[src/rtl/aspnf_pkg.sv]
// aspnf_pkg: shared types and constants for the adjacent scan peak neighbor filter
// no dependencies

package aspnf_pkg;

  localparam int ROW_CAPACITY_DEFAULT = 32;

  localparam logic [1:0] ACT_PEAK   = 2'd0;
  localparam logic [1:0] ACT_EOR    = 2'd1;
  localparam logic [1:0] ACT_EOM    = 2'd2;
  localparam logic [1:0] ACT_IGNORE = 2'd3;

  localparam logic [1:0] VERDICT_HIT   = 2'd0;
  localparam logic [1:0] VERDICT_MISS  = 2'd1;
  localparam logic [1:0] VERDICT_BELOW = 2'd2;
  localparam logic [1:0] VERDICT_FULL  = 2'd3;

  localparam logic CFG_THRESHOLD = 1'b0;
  localparam logic CFG_TOLERANCE = 1'b1;

  localparam logic [31:0] TOLERANCE_RESET = 32'd1311;

  // queued command from the front to the back
  typedef struct packed {
    logic [1:0]  action;
    logic [31:0] mz;
    logic [31:0] intensity;
  } cmd_t;

  typedef struct packed {
    logic [15:0] row_number;
    logic [15:0] peak_number;
    logic        keep;
    logic [1:0]  verdict;
    logic        last_of_run;
  } result_t;

endpackage

[src/rtl/aspnf_if.sv]
// aspnf_in_if / aspnf_out_if: valid-ready channels of the filter
// depends on nothing

interface aspnf_in_if;
  logic        valid;
  logic        ready;
  logic [1:0]  action;
  logic [31:0] mz;
  logic [31:0] intensity;
  modport source (output valid, action, mz, intensity, input ready);
  modport sink (input valid, action, mz, intensity, output ready);
endinterface

interface aspnf_out_if;
  logic        valid;
  logic        ready;
  logic [15:0] row_number;
  logic [15:0] peak_number;
  logic        keep;
  logic [1:0]  verdict;
  logic        last_of_run;
  modport source (output valid, row_number, peak_number, keep, verdict, last_of_run,
                  input ready);
  modport sink (input valid, row_number, peak_number, keep, verdict, last_of_run,
                output ready);
endinterface

[src/rtl/aspnf_front.sv]
// aspnf_front: accepts input beats, drops action three, queues the rest
// depends on aspnf_pkg

module aspnf_front (
  input  logic                clk,
  input  logic                rst,
  input  logic                in_valid,
  output logic                in_ready,
  input  aspnf_pkg::cmd_t     in_cmd,
  output logic                q_valid,
  input  logic                q_ready,
  output aspnf_pkg::cmd_t     q_cmd
);

  // two entry queue
  aspnf_pkg::cmd_t mem [2];
  logic       wr_ptr, rd_ptr;
  logic [1:0] count;
  logic       push, pop, useful;

  assign in_ready = (count != 2'd2);
  assign useful   = (in_cmd.action != aspnf_pkg::ACT_IGNORE);
  assign push     = in_valid && in_ready && useful;
  assign q_valid  = (count != 2'd0);
  assign pop      = q_valid && q_ready;
  assign q_cmd    = mem[rd_ptr];

  always_ff @(posedge clk) begin
    if (push) begin
      mem[wr_ptr] <= in_cmd;
    end
    if (rst) begin
      wr_ptr <= 1'b0;
      rd_ptr <= 1'b0;
      count  <= 2'd0;
    end else begin
      if (push) wr_ptr <= ~wr_ptr;
      if (pop) rd_ptr <= ~rd_ptr;
      count <= count + {1'b0, push} - {1'b0, pop};
    end
  end

endmodule

[src/rtl/aspnf_back.sv]
// aspnf_back: row stores, neighbor compare sequencer and result register
// depends on aspnf_pkg

module aspnf_back #(
  parameter int ROW_CAPACITY = aspnf_pkg::ROW_CAPACITY_DEFAULT
) (
  input  logic                clk,
  input  logic                rst,
  input  logic                q_valid,
  output logic                q_ready,
  input  aspnf_pkg::cmd_t     q_cmd,
  input  logic [31:0]         threshold,
  input  logic [23:0]         tolerance,
  output logic                res_valid,
  input  logic                res_ready,
  output aspnf_pkg::result_t  res
);

  localparam int IW = (ROW_CAPACITY > 1) ? $clog2(ROW_CAPACITY) : 1;
  localparam int CW = $clog2(ROW_CAPACITY + 1);
  localparam logic [CW-1:0] CAP = CW'(ROW_CAPACITY);

  localparam logic [2:0] ST_IDLE  = 3'd0;
  localparam logic [2:0] ST_CMP   = 3'd1;
  localparam logic [2:0] ST_EMITP = 3'd2;
  localparam logic [2:0] ST_EMITC = 3'd3;
  localparam logic [2:0] ST_SWAP  = 3'd4;

  // two banks; bank sel is current row, other is previous
  logic [31:0] mz_mem  [2][ROW_CAPACITY];
  logic [15:0] idx_mem [2][ROW_CAPACITY];
  logic [ROW_CAPACITY-1:0] hit [2];
  logic [CW-1:0] cnt [2];
  logic          sel;

  logic [2:0]    state;
  logic [15:0]   row_counter, peak_counter;
  logic [IW-1:0] ptr;
  logic [CW-1:0] ptr_ext;
  logic [31:0]   cur_mz;
  logic          cur_hit;
  logic          is_eom;

  logic [31:0] other, diff;
  logic        near;
  logic        prv;
  logic        out_free;
  logic        take;
  logic        drop;
  logic        emit_bank;
  logic        res_load;

  assign prv       = ~sel;
  assign out_free  = !res_valid || res_ready;
  assign q_ready   = (state == ST_IDLE) && out_free;
  assign take      = q_valid && q_ready;
  assign ptr_ext   = CW'(ptr);
  assign other     = mz_mem[prv][ptr];
  assign diff      = (cur_mz >= other) ? cur_mz - other : other - cur_mz;
  assign near      = diff <= {8'd0, tolerance};
  assign drop      = (q_cmd.intensity <= threshold) || (cnt[sel] >= CAP);
  assign emit_bank = (state == ST_EMITP) ? prv : sel;
  // a result beat is loaded on a dropped peak or on each emitted verdict
  assign res_load  = (take && q_cmd.action == aspnf_pkg::ACT_PEAK && drop) ||
                     ((state == ST_EMITP || state == ST_EMITC) && out_free &&
                      ptr_ext < cnt[emit_bank]);

  always_ff @(posedge clk) begin
    if (rst) begin
      res_valid <= 1'b0;
    end else if (res_load) begin
      res_valid <= 1'b1;
    end else if (res_ready) begin
      res_valid <= 1'b0;
    end
  end

  always_ff @(posedge clk) begin
    if (rst) begin
      state        <= ST_IDLE;
      sel          <= 1'b0;
      cnt[0]       <= '0;
      cnt[1]       <= '0;
      hit[0]       <= '0;
      hit[1]       <= '0;
      row_counter  <= '0;
      peak_counter <= '0;
      ptr          <= '0;
      is_eom       <= 1'b0;
    end else begin
      unique case (state)
        ST_IDLE: begin
          if (take) begin
            unique case (q_cmd.action)
              aspnf_pkg::ACT_PEAK: begin
                peak_counter <= peak_counter + 16'd1;
                if (drop) begin
                  res.row_number  <= row_counter;
                  res.peak_number <= peak_counter;
                  res.keep        <= 1'b0;
                  res.verdict     <= (q_cmd.intensity <= threshold) ?
                                     aspnf_pkg::VERDICT_BELOW : aspnf_pkg::VERDICT_FULL;
                  res.last_of_run <= 1'b1;
                end else begin
                  cur_mz  <= q_cmd.mz;
                  cur_hit <= 1'b0;
                  ptr     <= '0;
                  state   <= ST_CMP;
                end
              end
              aspnf_pkg::ACT_EOR, aspnf_pkg::ACT_EOM: begin
                is_eom <= (q_cmd.action == aspnf_pkg::ACT_EOM);
                ptr    <= '0;
                state  <= ST_EMITP;
              end
              default: ;
            endcase
          end
        end
        // one previous-row entry per cycle
        ST_CMP: begin
          if (ptr_ext >= cnt[prv]) begin
            mz_mem[sel][cnt[sel][IW-1:0]]  <= cur_mz;
            idx_mem[sel][cnt[sel][IW-1:0]] <= peak_counter - 16'd1;
            hit[sel][cnt[sel][IW-1:0]]     <= cur_hit;
            cnt[sel] <= cnt[sel] + 1'b1;
            state    <= ST_IDLE;
          end else begin
            if (near) begin
              hit[prv][ptr] <= 1'b1;
              cur_hit       <= 1'b1;
            end
            ptr <= (ptr_ext + 1'b1 >= CAP) ? ptr : ptr + 1'b1;
            if (ptr_ext + 1'b1 >= CAP) begin
              mz_mem[sel][cnt[sel][IW-1:0]]  <= cur_mz;
              idx_mem[sel][cnt[sel][IW-1:0]] <= peak_counter - 16'd1;
              hit[sel][cnt[sel][IW-1:0]]     <= cur_hit || near;
              cnt[sel] <= cnt[sel] + 1'b1;
              state    <= ST_IDLE;
            end
          end
        end
        ST_EMITP, ST_EMITC: begin
          if (out_free) begin
            if (ptr_ext >= cnt[(state == ST_EMITP) ? prv : sel]) begin
              ptr <= '0;
              if (state == ST_EMITP && is_eom) state <= ST_EMITC;
              else state <= ST_SWAP;
            end else begin
              res.row_number  <= (state == ST_EMITP) ? row_counter - 16'd1 : row_counter;
              res.peak_number <= idx_mem[(state == ST_EMITP) ? prv : sel][ptr];
              res.keep        <= hit[(state == ST_EMITP) ? prv : sel][ptr];
              res.verdict     <= hit[(state == ST_EMITP) ? prv : sel][ptr] ?
                                 aspnf_pkg::VERDICT_HIT : aspnf_pkg::VERDICT_MISS;
              // last when nothing follows in this run
              res.last_of_run <= (ptr_ext + 1'b1 >= cnt[(state == ST_EMITP) ? prv : sel]) &&
                                 !(state == ST_EMITP && is_eom && cnt[sel] != '0);
              if (ptr_ext + 1'b1 >= CAP) begin
                ptr <= '0;
                if (state == ST_EMITP && is_eom) state <= ST_EMITC;
                else state <= ST_SWAP;
              end else begin
                ptr <= ptr + 1'b1;
              end
            end
          end
        end
        ST_SWAP: begin
          peak_counter <= '0;
          hit[prv]     <= '0;
          cnt[prv]     <= '0;
          if (is_eom) begin
            hit[sel]    <= '0;
            cnt[sel]    <= '0;
            row_counter <= '0;
          end else begin
            sel         <= prv;
            row_counter <= row_counter + 16'd1;
          end
          state <= ST_IDLE;
        end
        default: state <= ST_IDLE;
      endcase
    end
  end

endmodule

[src/rtl/adjacent_scan_peak_neighbor_filter.sv]
// adjacent_scan_peak_neighbor_filter: top level, config registers and the two halves
// depends on aspnf_pkg, aspnf_if, aspnf_front, aspnf_back

// A beat is written into the two-beat front queue before the back can take it.
// A stored peak holds the back while the single compare unit walks the previous
// row store, then writes the peak into the current row store. A dropped peak
// needs the result register free. End of row holds the back while it emits a
// verdict for each previous-row peak; end of map also emits the current row and
// then clears both rows. Output stalls hold the sequencer; the front queue
// accepts beats while the back works, until both of its entries are full.
module adjacent_scan_peak_neighbor_filter #(
  parameter int ROW_CAPACITY = aspnf_pkg::ROW_CAPACITY_DEFAULT
) (
  input  logic        clk,
  input  logic        rst,
  input  logic        cfg_we,
  input  logic        cfg_index,
  input  logic [31:0] cfg_data,
  aspnf_in_if.sink    in_ch,
  aspnf_out_if.source out_ch
);

  logic [31:0] threshold;
  logic [23:0] tolerance;
  aspnf_pkg::cmd_t    in_cmd, q_cmd;
  aspnf_pkg::result_t res;
  logic q_valid, q_ready;

  always_ff @(posedge clk) begin
    if (rst) begin
      threshold <= '0;
      tolerance <= aspnf_pkg::TOLERANCE_RESET[23:0];
    end else if (cfg_we) begin
      unique case (cfg_index)
        aspnf_pkg::CFG_THRESHOLD: threshold <= cfg_data;
        aspnf_pkg::CFG_TOLERANCE: tolerance <= cfg_data[23:0];
        default: ;
      endcase
    end
  end

  assign in_cmd.action    = in_ch.action;
  assign in_cmd.mz        = in_ch.mz;
  assign in_cmd.intensity = in_ch.intensity;

  aspnf_front u_front (
    .clk, .rst,
    .in_valid (in_ch.valid),
    .in_ready (in_ch.ready),
    .in_cmd,
    .q_valid, .q_ready, .q_cmd
  );

  aspnf_back #(.ROW_CAPACITY(ROW_CAPACITY)) u_back (
    .clk, .rst,
    .q_valid, .q_ready, .q_cmd,
    .threshold, .tolerance,
    .res_valid (out_ch.valid),
    .res_ready (out_ch.ready),
    .res
  );

  assign out_ch.row_number  = res.row_number;
  assign out_ch.peak_number = res.peak_number;
  assign out_ch.keep        = res.keep;
  assign out_ch.verdict     = res.verdict;
  assign out_ch.last_of_run = res.last_of_run;

endmodule
[src/flat_wrapper.sv]
// flat-port wrapper written by rule: the top's interface ports become plain ports
module adjacent_scan_peak_neighbor_filter_flat 
#(
  parameter int ROW_CAPACITY = aspnf_pkg::ROW_CAPACITY_DEFAULT
)
  (clk, rst, cfg_we, cfg_index, cfg_data, in_ch_valid, in_ch_action, in_ch_mz, in_ch_intensity, in_ch_ready, out_ch_valid, out_ch_row_number, out_ch_peak_number, out_ch_keep, out_ch_verdict, out_ch_last_of_run, out_ch_ready);
  aspnf_in_if in_ch_i ();
  aspnf_out_if out_ch_i ();
  input  logic clk;
  input  logic rst;
  input  logic cfg_we;
  input  logic cfg_index;
  input  logic [31:0] cfg_data;
  input wire logic [$bits(in_ch_i.valid)-1:0] in_ch_valid;
  input wire logic [$bits(in_ch_i.action)-1:0] in_ch_action;
  input wire logic [$bits(in_ch_i.mz)-1:0] in_ch_mz;
  input wire logic [$bits(in_ch_i.intensity)-1:0] in_ch_intensity;
  output wire logic [$bits(in_ch_i.ready)-1:0] in_ch_ready;
  output wire logic [$bits(out_ch_i.valid)-1:0] out_ch_valid;
  output wire logic [$bits(out_ch_i.row_number)-1:0] out_ch_row_number;
  output wire logic [$bits(out_ch_i.peak_number)-1:0] out_ch_peak_number;
  output wire logic [$bits(out_ch_i.keep)-1:0] out_ch_keep;
  output wire logic [$bits(out_ch_i.verdict)-1:0] out_ch_verdict;
  output wire logic [$bits(out_ch_i.last_of_run)-1:0] out_ch_last_of_run;
  input wire logic [$bits(out_ch_i.ready)-1:0] out_ch_ready;
  assign in_ch_i.valid = in_ch_valid;
  assign in_ch_i.action = in_ch_action;
  assign in_ch_i.mz = in_ch_mz;
  assign in_ch_i.intensity = in_ch_intensity;
  assign in_ch_ready = in_ch_i.ready;
  assign out_ch_valid = out_ch_i.valid;
  assign out_ch_row_number = out_ch_i.row_number;
  assign out_ch_peak_number = out_ch_i.peak_number;
  assign out_ch_keep = out_ch_i.keep;
  assign out_ch_verdict = out_ch_i.verdict;
  assign out_ch_last_of_run = out_ch_i.last_of_run;
  assign out_ch_i.ready = out_ch_ready;
  adjacent_scan_peak_neighbor_filter #(.ROW_CAPACITY(ROW_CAPACITY)) u_core (.clk(clk), .rst(rst), .cfg_we(cfg_we), .cfg_index(cfg_index), .cfg_data(cfg_data), .in_ch(in_ch_i), .out_ch(out_ch_i));
endmodule
[config.mk]
export PLATFORM = sky130hd
export DESIGN_NAME = adjacent_scan_peak_neighbor_filter_flat
export DESIGN_NICKNAME = d
export VERILOG_FILES = /design/src/rtl/aspnf_pkg.sv /design/src/rtl/aspnf_if.sv /design/src/rtl/aspnf_front.sv /design/src/rtl/aspnf_back.sv /design/src/rtl/adjacent_scan_peak_neighbor_filter.sv /design/src/flat_wrapper.sv
export SDC_FILE = /design/constraint.sdc
export NUM_CORES = 2
export LEC_CHECK = 0
export BUFFER_PORTS_ARGS = -buffer_cell sky130_fd_sc_hd__clkbuf_2
export CAP_MARGIN = 10
export CORE_MARGIN = 2
export CORE_UTILIZATION = 30
export DETAILED_ROUTE_END_ITERATION = 8
export PLACE_DENSITY_LB_ADDON = 0.1
export SETUP_SLACK_MARGIN = 0.3
export SLEW_MARGIN = 15
export SYNTH_ARGS = -nofsm -noshare
export SYNTH_HDL_FRONTEND = slang
export SYNTH_SLANG_ARGS = --single-unit
[constraint.sdc]
create_clock -name clk -period 11.13 [get_ports clk]
set_clock_uncertainty 0.2 [all_clocks]
set_input_delay 0 -clock clk [delete_from_list [all_inputs] [get_ports clk]]
set_output_delay 0 -clock clk [all_outputs]
set_load 0.01 [all_outputs]
Yosys cells after proc, flatten, opt, wreduce, memory -nomap -nowiden
Memory sizes are Yosys's and may differ from the RTL's. A register that Yosys moved wholly into a read port is not among the register bits.
Index checks and enable logic that the tools add are counted.

word-level totals
  flip-flop bits (word level) = 172
  bits in latches = 0
  bits in writable memories = 3280
  memory bits (read-only) = 0
  bits of input ports = 104
  output and inout port bits = 38
  word-level logic and storage cells = 3500
  memories = 5

cells by class
  add/subtract/negate cells = 11
  $mul = 0
  divide/modulo/power cells = 0
  $lt $le $gt $ge = 16
  equality and inequality tests = 21
  shifts and indexed selects = 0
  multiplexer cells = 1739
  bitwise gates (word level) = 1643
  reductions and logical operators = 46

memory list
  memory                 depth  bits a word  read ports  clocked after memory_dff  write ports  RTL line           text
  u_core.u_back.mz_mem   2      1024         1           0                         1            aspnf_back.sv:30   logic [31:0] mz_mem [2][ROW_CAPACITY];
  u_core.u_back.idx_mem  2      512          1           0                         1            aspnf_back.sv:31   logic [15:0] idx_mem [2][ROW_CAPACITY];
  u_core.u_front.mem     2      66           1           1                         1            aspnf_front.sv:16  aspnf_pkg::cmd_t mem [2];
  u_core.u_back.hit      2      32           1           0                         2            aspnf_back.sv:32   logic [ROW_CAPACITY-1:0] hit [2];
  u_core.u_back.cnt      2      6            3           1                         2            aspnf_back.sv:33   logic [CW-1:0] cnt [2];

operators with widths
  cell                   count
  $mux 1024              2
  $mux 1                 1679
  $or 1x1->1             1634
  $mux 512               2
  $mux 32                11
  $mux 36                5
  $bmux 32 s5            1
  $demux 32 s5           1
  $mux 16                7
  $bmux 16 s5            1
  $demux 16 s5           1
  $pmux 36 s2            1
  $reduce_or 32->1       2
  $sub 32x32->32         2
  $mux 5                 7
  $add 16x1->16 const B  2
  $ge 32x32->1           1
  $le 32x24->1           1
  $le 32x32->1           1
  $pmux 16 s2            1
  $sub 16x1->16 const B  2
  $ge 6x6->1 const B     4
  $mux 3                 8
  $mux 6                 4
  44 further kinds       96

Depth between registers and ports, before layout
An unclocked memory read counts as a cell.

  depth in word-level cells = 16
  depth in mapped cells = 39
  mapped depth without buffers = 29

Hierarchy
A second synthesis with hierarchy kept.

unflattened totals
  cells, all modules = 7187
  area total of the unflattened synthesis = 140197.0 µm²

modules (own cells, without submodules)
  module                              times used  cells each  area an instance (µm²)  seq. area each (µm²)
  aspnf_back                          1           6734        132683.5                97363.4
  aspnf_front                         1           232         5165.0                  4063.9
  adjacent_scan_peak_neighbor_filter  1           221         2348.5                  1121.1

Least setup slack after synthesis
OpenSTA, ideal clock, no wires.

  kind = register -> register
  from = register u_core.u_back.sel
  to = memory u_core.u_back.hit[0][16] (netlist name), enable pin
  setup time = 0.315 ns
  arrival time = 7.838 ns
  required time = 10.615 ns
  path slack = 2.778 ns
  cell stages (with the launch flop) = 36
  buffers on the path = 11
  period minus slack after synthesis = 8.352 ns
  cell sequence = dfxtp_1 > clkbuf_1 > buf_4 > buf_2 > buf_2 > buf_2 > buf_2 > mux4_2 > mux2i_1 > o22ai_1 > nor3_1 > o21a_1 > ha_1 > buf_6 > a211oi_2 > o211ai_1 > a21oi_2 > o21bai_1 > o31ai_4 > clkbuf_1 > buf_1 > mux2i_1 > xor2_1 > ha_1 > a21o_1 > nand3_1 > o211ai_1 > a2111oi_0 > o41ai_1 > a211o_1 > mux2i_1 > o2111a_1 > or3b_1 > buf_2 > buf_6 > o31ai_2

RTL lines
  what                      RTL line           text
  start: declaration        aspnf_back.sv:34   logic sel;
  start signal: assignment  aspnf_back.sv:177  sel <= prv;
  end: declaration          aspnf_back.sv:32

==> impl_metrics.ini <==
[worst_setup_path]
critPathArrivalTime_ns = 10.72
startpoint_type = register
slowest_delay_ns = 0.84
crit_fanout = 40
crit_buf_inv = 6
crit_family = compound AO/OA/AOI/OAI gates
path_common_cell = mux2i_1
path_class = register to register
endpoint_kind = register
cp_slowest_cell = nor4_1
crit_required_ns = 11.53

[detailed_routing]
wl_um = 506000
drtAntennaViolNets = 0
routed_via_density = 5.33
drc = 0
vias = 77000
firstDrtPassIters = 6
drt_iter0_markers = 7892
routedWlPerCell_um = 35.0

[layout]
drive_gt1_frac = 0.253
area_delta_synth_final_pct = 17.9
nFillCells = 43400
multi_input_area_um2 = 35800
fin_area_um2 = 165000
finalNonFillerCells = 14400
layout.nets = 8196
seqCellArea_um2 = 103000

[synth]
async_flop_share = 0
synth_flop_cell = edfxtp_1
synth.lib_cells_used.distinct = 95
ys_ff_latch = 3454
syn_nets = 7513
ys_warn_count = 0
synth_area_um2 = 140000
synth_edf_count = 3337
avgSynthCellArea_um2 = 19.3
syn_inst = 7256
yosysSeqAreaShare = 0.732

[worst_hold_path]
hold_class = primary input to register

[clock_network]
cts_tree = done
cts.clk_slew.worst_paths_ns = 0.06
htreeDepth = 5
numCtsBuffers = 394
clock-sinks = 3454
clk_latency_ns = 0.99
ctsResizeCount = 0
cts_hold_buf = 239
post-cts-setup-buffer-count = 0
ctsRootBufferMaster = clkbuf_16
cts_buffer_depth = 4

[power_and_ir_drop]
power.leakage_nw = 52.8
clkPwrFrac = 0.376
combinationalPowerShare = 0.177
switching_share = 0.273
p_seq_frac = 0.447
power_density_nw_per_um2 = 201
p_sw_mw = 9.09
internal_power_mw = 24.2
power_mw = 33.2
ir_worst_vdd_v = 0.000152

[sta]
slew_headroom = 0.130
max_freq_mhz = 96.9
post-route-period-util = 0.927
tightestPinTransition_ns = 1.30
final.setup.worst_slack_ns = 0.808
rsz0062_at_grt = no
hold_viol_final = 0
setup_violations = 0
fin_crit_ns = 10.32
tns_ns = 0
drv_slew = 0

[placed_design]
portBuffers = 141
placed_cell_area_um2 = 151000
dpl.cell_count = 13500
dpl.hpwl_um = 285000
gp_congestion = 0.855
post-place-ws_ns = 0.830

[floorplan]
die_y_um = 687
row_count = 250
initial_utilization = 0.302
die-area_um2 = 472000
ioPinCount = 142
dieWidth_um = 687
core_region_area_um2 = 464000

[global_routing]
grt_use_total = 0.211
antenna_found_initial = 37
grt_pass1_vias = 78200
grt_max_degree = 83
grt-ovfl-total = 0
grt_pass1_wl_um = 685000

[status]
status = finished clean

[run]
drv_cap = 0
==> final timing paths <==
kind / from / depth (start not counted) / endpoint / slack (ns)
setup / recovery: u_core.u_back.sel / 30 / u_core.u_back.hit[0][24] / 0.81
hold / removal: in_ch_mz[17] / 3 / u_core.u_front.mem[0][49] / 0.13
setup reg to reg: u_core.u_back.sel / 30 / u_core.u_back.hit[0][24] / 0.81
hold reg to reg: u_core.threshold[22] / 2 / u_core.threshold[22] / 0.25
==> sequential cells by signal, summed over array words and instances (netlist names), 2 cells and up, named ones only <==
name and count:
u_core.u_back.mz_mem 2048, u_core.u_back.state 3, u_core.u_back.idx_mem 1024, u_core.u_back.res 36, u_core.tolerance 24, u_core.u_back.hit 64, u_core.u_back.ptr 5, u_core.u_back.cnt 12
u_core.u_back.cur_mz 32, u_core.u_front.mem 132, u_core.u_back.row_counter 16, u_core.threshold 32, u_core.u_back.peak_counter 16, u_core.u_front.count 2
==> synthesized netlist by cell type, types with 15 or more instances <==
| cell type | n | area share |
|---|---|---|
| or3_1 | 21 | 0.00094 |
| nor2_1 | 220 | 0.0059 |
| nand3b_1 | 15 | 0.00080 |
| o21a_1 | 16 | 0.00086 |
| a22oi_1 | 27 | 0.0014 |
| nand4_1 | 44 | 0.0020 |
| o22ai_1 | 114 | 0.0051 |
| nor3_1 | 43 | 0.0015 |
| clkbuf_1 | 251 | 0.0067 |
| a211oi_1 | 26 | 0.0014 |
| dfxtp_1 | 117 | 0.017 |
| nand2b_1 | 19 | 0.00085 |
| and3_1 | 17 | 0.00076 |
| a21o_1 | 40 | 0.0021 |
| ha_1 | 151 | 0.013 |
| nor4_1 | 27 | 0.0012 |
| o21ai_0 | 83 | 0.0030 |
| edfxtp_1 | 3337 | 0.72 |
| inv_1 | 165 | 0.0044 |
| buf_4 | 15 | 0.00080 |
| mux4_2 | 858 | 0.14 |
| xnor2_1 | 38 | 0.0024 |
| nor2b_1 | 20 | 0.00089 |
| and2_1 | 34 | 0.0015 |
| buf_1 | 46 | 0.0012 |
| o32ai_1 | 43 | 0.0027 |
| a21oi_1 | 251 | 0.0090 |
| nand2_1 | 433 | 0.012 |
| a31oi_1 | 36 | 0.0016 |
| nand3_1 | 75 | 0.0027 |
| xor2_1 | 40 | 0.0025 |
| mux2_2 | 74 | 0.0059 |
| mux2i_1 | 244 | 0.017 |
| buf_2 | 112 | 0.0040 |
==> layout by cell type, fill, tap and decap left out, types with 44 or more instances in the layout <==
| cell type | n |
|---|---|
| nor2_4 | 51 |
| clkbuf_16 | 399 |
| o21ai_0 | 82 |
| edfxtp_1 | 3337 |
| mux4_2 | 858 |
| o22ai_1 | 114 |
| dfxtp_1 | 110 |
| a21oi_1 | 250 |
| nand3_1 | 75 |
| clkinv_2 | 63 |
| clkinv_1 | 97 |
| ha_1 | 151 |
| dlygate4sd3_1 | 239 |
| mux2i_1 | 244 |
| clkbuf_2 | 140 |
| buf_12 | 44 |
| buf_4 | 289 |
| inv_1 | 152 |
| clkbuf_1 | 105 |
| nand4_1 | 44 |
| nor2_1 | 165 |
| mux2_2 | 74 |
| nand2_1 | 427 |
==> layer usage <==
| metal | track usage | vias up | wire length (um) | share of wire |
|---|---|---|---|---|
| li1 | - | 31100 | - | - |
| met1 | 0.300 | 42800 | 228000 | 0.45 |
| met2 | 0.346 | 2457 | 241000 | 0.48 |
| met3 | 0.0254 | 610 | 25200 | 0.050 |
| met4 | 0.0474 | 4 | 11600 | 0.023 |
| met5 | 0 | - | 37 | 0.000073 |
==> kinds of logic (layout without fill, tap and decap cells) <==
family          after synthesis  after routing  share of synthesized area
flops                      3454           3454                      0.732
mux                        1176           1176                      0.161
simple gates               1019           1019                     0.0337
compound gates              778            778                     0.0364
buf+inv                     597           1597                     0.0175
fa+ha+maj                   153            153                     0.0138
xor+xnor                     79             79                    0.00499
other cells                   0              9                          0
==> power groups by stage <==
stage | sequential, mW | clock [mW] | combinational [mW]
finish | 14.9 | 12.5 | 5.89
global route | 14.9 | 13.3 | 6.35
CTS | 14.9 | 12.8 | 5.98
detailed placement | 15.1 | 0 | 5.89
global placement | 15.1 | 0 | 5.89
floorplan | 15.2 | 0 | 3.79
==> worst reg2reg max path, delay by kind of cell, from the launching register on <==
kind / cells / cell delay, ns
compound gates: 11 / 2.96
xor+xnor: 1 / 0.30
fa+ha+maj: 2 / 0.80
buf+inv: 6 / 1.68
flops: 1 / 0.76
mux: 5 / 1.80
simple gates: 5 / 1.47
==> through the flow <==
stage          utilization  hold slack (ns)
2_1_floorplan            -           -0.101
3_3_place_gp         0.324         -0.00915
3_5_place_dp         0.324         -0.00656
4_1_cts              0.356           0.0432
5_1_grt              0.356           0.0947
6_report             0.356            0.127
==> layout make-up <==
cell class / count / area share
Antenna cell: 9 / 0.000136
Inverter: 170 / 0.00411
Multi-Input combinational cell: 3205 / 0.217
Timing Repair Buffer: 714 / 0.0375
Clock inverter: 205 / 0.0108
Sequential cell: 3454 / 0.621
Clock buffer: 508 / 0.0632
Tap cell: 6174 / 0.0468
Note: power is estimated with default switching activity, not from simulation.
